**src/design/lsi_pkg.sv**
```systemverilog
// Shared types and constants for the Q15 LMS system identifier.
package lsi_pkg;

    localparam int DATA_W    = 16;
    localparam int PROD_W    = 2 * DATA_W;
    localparam int FRAC_BITS = 15;
    localparam int SCALED_W  = 2 * DATA_W;
    localparam int UPD_W     = SCALED_W + DATA_W;
    localparam int CFG_IDX_W = 3;
    localparam int MAX_TAPS  = 4;

    // register indexes
    localparam logic [CFG_IDX_W-1:0] REG_STEP  = 3'd0;
    localparam logic [CFG_IDX_W-1:0] REG_COEF0 = 3'd1;

    localparam logic signed [DATA_W-1:0] STEP_RESET = 16'sd5;
    localparam logic signed [DATA_W-1:0] COEF_RESET = 16'sd8192;

    typedef logic signed [DATA_W-1:0]   t_sample;
    typedef logic signed [PROD_W-1:0]   t_prod;
    typedef logic signed [SCALED_W-1:0] t_scaled;

    // per-cell strobes from the sequencer
    typedef struct packed {
        logic shift;  // load new window sample from left neighbor
        logic mul;    // register coef and weight products
        logic upd;    // apply weight update
    } t_cell_ctrl;

    typedef enum logic [2:0] {
        S_IDLE,
        S_MUL,
        S_SUM,
        S_SCALE,
        S_UPD
    } t_state;

endpackage

```
**src/design/lsi_tap_cell.sv**
```systemverilog
// One tap cell: window sample, adapted weight, products and sum chain stage.
module lsi_tap_cell (
    input  logic                i_clk,
    input  logic                i_rst_n,
    input  lsi_pkg::t_cell_ctrl i_ctrl,
    input  lsi_pkg::t_sample    i_sample,      // from left neighbor or input word
    input  lsi_pkg::t_sample    i_coef,
    input  lsi_pkg::t_scaled    i_scaled_err,  // step * error
    input  lsi_pkg::t_sample    i_d_sum,
    input  lsi_pkg::t_sample    i_y_sum,
    output lsi_pkg::t_sample    o_sample,
    output lsi_pkg::t_sample    o_d_sum,
    output lsi_pkg::t_sample    o_y_sum
);

    lsi_pkg::t_sample r_win;
    lsi_pkg::t_sample r_weight;
    lsi_pkg::t_prod   r_prod_d;
    lsi_pkg::t_prod   r_prod_y;

    logic signed [lsi_pkg::UPD_W-1:0] upd_prod;
    lsi_pkg::t_sample                 n_weight;

    always_comb begin
        upd_prod = i_scaled_err * r_win;
        // asr15 then wrap16 keeps bits [30:15]
        n_weight = r_weight
                 + upd_prod[lsi_pkg::FRAC_BITS +: lsi_pkg::DATA_W];
    end

    always_ff @(posedge i_clk) begin
        if (!i_rst_n) begin
            r_win    <= '0;
            r_weight <= '0;
        end else begin
            if (i_ctrl.shift) begin
                r_win <= i_sample;
            end
            if (i_ctrl.upd) begin
                r_weight <= n_weight;
            end
        end
    end

    always_ff @(posedge i_clk) begin
        if (i_ctrl.mul) begin
            r_prod_d <= i_coef * r_win;
            r_prod_y <= r_weight * r_win;
        end
    end

    assign o_sample = r_win;
    assign o_d_sum  = i_d_sum + r_prod_d[lsi_pkg::FRAC_BITS +: lsi_pkg::DATA_W];
    assign o_y_sum  = i_y_sum + r_prod_y[lsi_pkg::FRAC_BITS +: lsi_pkg::DATA_W];

endmodule

```
**config.mk**
```make
export PLATFORM = sky130hd
export DESIGN_NAME = lsi_tap_cell
export DESIGN_NICKNAME = d
export VERILOG_FILES = /design/src/design/lsi_pkg.sv /design/src/design/lsi_tap_cell.sv
export SDC_FILE = /design/constraint.sdc
export NUM_CORES = 2
export LEC_CHECK = 0
export BUFFER_PORTS_ARGS = -buffer_cell sky130_fd_sc_hd__buf_2
export CAP_MARGIN = 20
export CELL_PAD_IN_SITES_DETAIL_PLACEMENT = 0
export CELL_PAD_IN_SITES_GLOBAL_PLACEMENT = 1
export CORE_UTILIZATION = 38
export CTS_BUF_LIST = sky130_fd_sc_hd__clkbuf_2
export CTS_CLUSTER_DIAMETER = 200
export DETAILED_ROUTE_END_ITERATION = 12
export GPL_ROUTABILITY_DRIVEN = 1
export GPL_TIMING_DRIVEN = 0
export PLACE_DENSITY_LB_ADDON = 0.1
export SYNTH_ARGS = -nofsm -noshare
export SYNTH_HDL_FRONTEND = slang
export SYNTH_SLANG_ARGS = --single-unit
```
**constraint.sdc**
```tcl
create_clock -name i_clk -period 10.9 [get_ports i_clk]
set_input_delay 2.18 -clock i_clk [delete_from_list [all_inputs] [get_ports i_clk]]
set_output_delay 2.18 -clock i_clk [all_outputs]
set_load 0.01 [all_outputs]
```
==> results.json <==
{
  "status": "finished, final reports clean",
  "max_stage_delay_ps": 550,
  "seqPwrFrac": 0.088,
  "cts_sinks": 64,
  "worst-setup-path-type": "in2reg",
  "holdCritPathClass": "reg2reg",
  "antenna_found_initial": 10,
  "min_period_over_period": 0.940,
  "pwr-share-comb": 0.875,
  "cts_tree": "built",
  "ys_warn_count": 0,
  "synth_area_leader_cell": "fa_1",
  "ys_top_cells_by_count": "inv_1 (923), fa_1 (802), nand2_1 (549)",
  "clock_power_share": 0.036,
  "syn2layout_area_growth_pct": 7.42,
  "rsz0062_at_grt": "no",
  "worstSetupEndpointType": "register",
  "initialDrtViolationCount": 1317,
  "grt_use_total": 0.237,
  "post_drt_wl_per_cell_microns": 20.0,
  "drt_first_pass_iters": 5,
  "p_int_mw": 2.79,
  "synthesis.nets": 4845,
  "routed_wl_microns": 99400,
  "rows": 107,
  "hold_viol": 0,
  "num_vias": 23600,
  "fin_crit_ps": 10250,
  "die_w_microns": 297,
  "path_max_fanout": 10,
  "ant_nets": 0,
  "cp.arrival_ps": 10950,
  "synth_area_leaders": "fa_1 (48%), ha_1 (11%), inv_1 (10%)",
  "ys_seq_area_frac": 0.0484,
  "dp.cells": 4949,
  "path_common_cell": "fa_1",
  "core_area_sq_um": 85700,
  "clk_latency_ps": 830,
  "p_switching_mw": 3.19,
  "p_per_area_nw_per_um2": 168,
  "drv_cap": 0,
  "netlist_area_sq_um": 33100,
  "numPortBuffers": 142,
  "die-area_sq_um": 88300,
  "h-tree-depth": 3,
  "synth_edf_count": 32,
  "grt_remaining_overflow": 0,
  "clkTransAtPathRegs_ps": 290,
  "initial_utilization": 0.387,
  "setup_ws_ps": 655,
  "grt_pass1_vias": 25300,
  "dpl_worst_slack_ps": -315,
  "io_pins": 149,
  "synth.avg_cell_area_sq_um": 9.06,
  "finClkSkew_ps": 89.2,
  "grt_pass1_wl_microns": 156000,
  "startpoint_type": "input pin",
  "fin_nets": 5008,
  "synth_top_cell_area_share": 0.485,
  "fillers": 8966,
  "yosysMostFrequentCell": "inv_1",
  "clock_path_buffers": 2,
  "ctsHoldBuffers": 0,
  "dieHeight_microns": 297,
  "crit_required_ps": 11600,
  "drc_errors": 0,
  "p_leak_nw": 16.7,
  "worst_pin_slew_ps": 1060,
  "slowest_stage": "fa_1",
  "synthFlopType": "edfxtp_1",
  "ys_async_sr_fraction": 0,
  "slew-limit-headroom": 0.294,
  "swShare": 0.534,
  "yosysUniqueCellTypes": 57,
  "grt_max_degree": 33,
  "layout-drive-gt1-share": 0.0481,
  "setup-violations-final": 0,
  "place.gp.congestion": 0.858,
  "routed_via_density": 4.75,
  "vdd_drop_max_mv": 0.154,
  "finalNonFillerCells": 4972,
  "dp_hpwl_microns": 85100,
  "syn-instance-count": 3654,
  "cts_root_buf": "clkbuf_2",
  "numCtsBuffers": 9,
  "synth_seq_cells": 64,
  "drv_slew": 0,
  "fmax_mhz": 97.6
}
==> cell type report <==
class,instances,area (sq um),area share
Antenna cell,6,15.0,0.000422
Buffer,160,603,0.0170
Clock buffer,9,45.0,0.00127
Clock inverter,7,95.1,0.00267
Inverter,924,3470,0.0975
Multi-Input combinational cell,2506,27500,0.772
Sequential cell,64,1600,0.0450
Tap cell,1144,1430,0.0402
Timing Repair Buffer,152,861,0.0242
==> registers in the layout, summed over array words and instances (netlist names) <==
name	cells
o_sample	16
r_prod_d	16
r_prod_y	16
r_weight	16
==> routing by layer <==
metal / up-vias / GRT usage / part of all wire
met5: - / 0 / 0
met4: 0 / 0.0399 / 0.014
met3: 50 / 0.0229 / 0.044
met2: 461 / 0.366 / 0.44
met1: 12200 / 0.363 / 0.50
li1: 10900 / - / -
==> per-stage QoR <==
step                area [sq um]  setup TNS, ps  hold WS, ps  power (mW)   util
CTS                        35500              0          666        6.03  0.415
global placement           35300           -402          650        5.77  0.412
finish                     35600              0          665        5.97  0.415
global route               35600              0          729        6.79  0.415
floorplan                  33100              0          534        4.50      -
detailed placement         35400           -315          636        5.77  0.413
==> logic make-up (layout without fill, tap and decap cells) <==
| family | after synthesis | after routing | share of synthesized area |
|---|---|---|---|
| fa+ha+maj | 1090 | 1090 | 0.594 |
| flops | 64 | 64 | 0.0484 |
| mux | 28 | 28 | 0.00846 |
| simple gates | 1088 | 1088 | 0.159 |
| compound gates | 173 | 173 | 0.0342 |
| xor+xnor | 127 | 127 | 0.0336 |
| other cells | 0 | 6 | 0 |
| buf+inv | 1084 | 1252 | 0.123 |
==> placed cells by master (no fill, tap or decap), types with 10 or more instances in the layout <==
| master | netlist | routed |
|---|---|---|
| nand2b_1 | 45 | 45 |
| ha_1 | 288 | 288 |
| mux2i_1 | 28 | 28 |
| xnor2_1 | 96 | 96 |
| and2_1 | 320 | 320 |
| xor2_1 | 31 | 31 |
| edfxtp_1 | 32 | 32 |
| nor3_1 | 20 | 20 |
| buf_2 | 1 | 143 |
| inv_1 | 923 | 923 |
| a211oi_1 | 13 | 13 |
| clkbuf_2 | 0 | 10 |
| clkbuf_1 | 158 | 157 |
| a21o_1 | 17 | 17 |
| a21oi_1 | 53 | 53 |
| nand3_1 | 17 | 17 |
| buf_8 | 0 | 10 |
| o21a_1 | 12 | 12 |
| dfxtp_1 | 32 | 32 |
| o21ai_0 | 28 | 28 |
| nor2_1 | 59 | 59 |
| nand2_1 | 549 | 549 |
| nor2b_1 | 40 | 40 |
| fa_1 | 802 | 802 |
==> final timing paths <==
path / cells past startpoint / startpoint / slack, ps / end
setup / recovery: 31 / i_scaled_err[11] / 650 / r_weight[15]
hold / removal: 2 / r_weight[0] / 660 / r_weight[0]
hold reg to reg: 2 / r_weight[0] / 660 / r_weight[0]
setup reg to reg: 33 / o_sample[1] / 720 / r_weight[15]
==> power by group through the flow <==
stage	combinational (mW)	sequential [mW]	clock [mW]
after global routing	6.02	0.537	0.233
after floorplan	4.02	0.479	0
after detailed placement	5.24	0.533	0
after global placement	5.23	0.533	0
final	5.23	0.528	0.217
after CTS	5.28	0.526	0.231
==> worst max-delay path: cells and delay by family <==
| family | cells | cell delay (ps) |
|---|---|---|
| compound gates | 12 | 2780 |
| fa+ha+maj | 8 | 3690 |
| buf+inv | 5 | 940 |
| xor+xnor | 1 | 170 |
| simple gates | 5 | 1160 |
==> what timing repair did <==
item,CTS,global route
gates resized for setup,0,1
setup endpoints to repair,0,1
setup buffers,0,0
No activity file was read; power rests on OpenSTA's default activity.
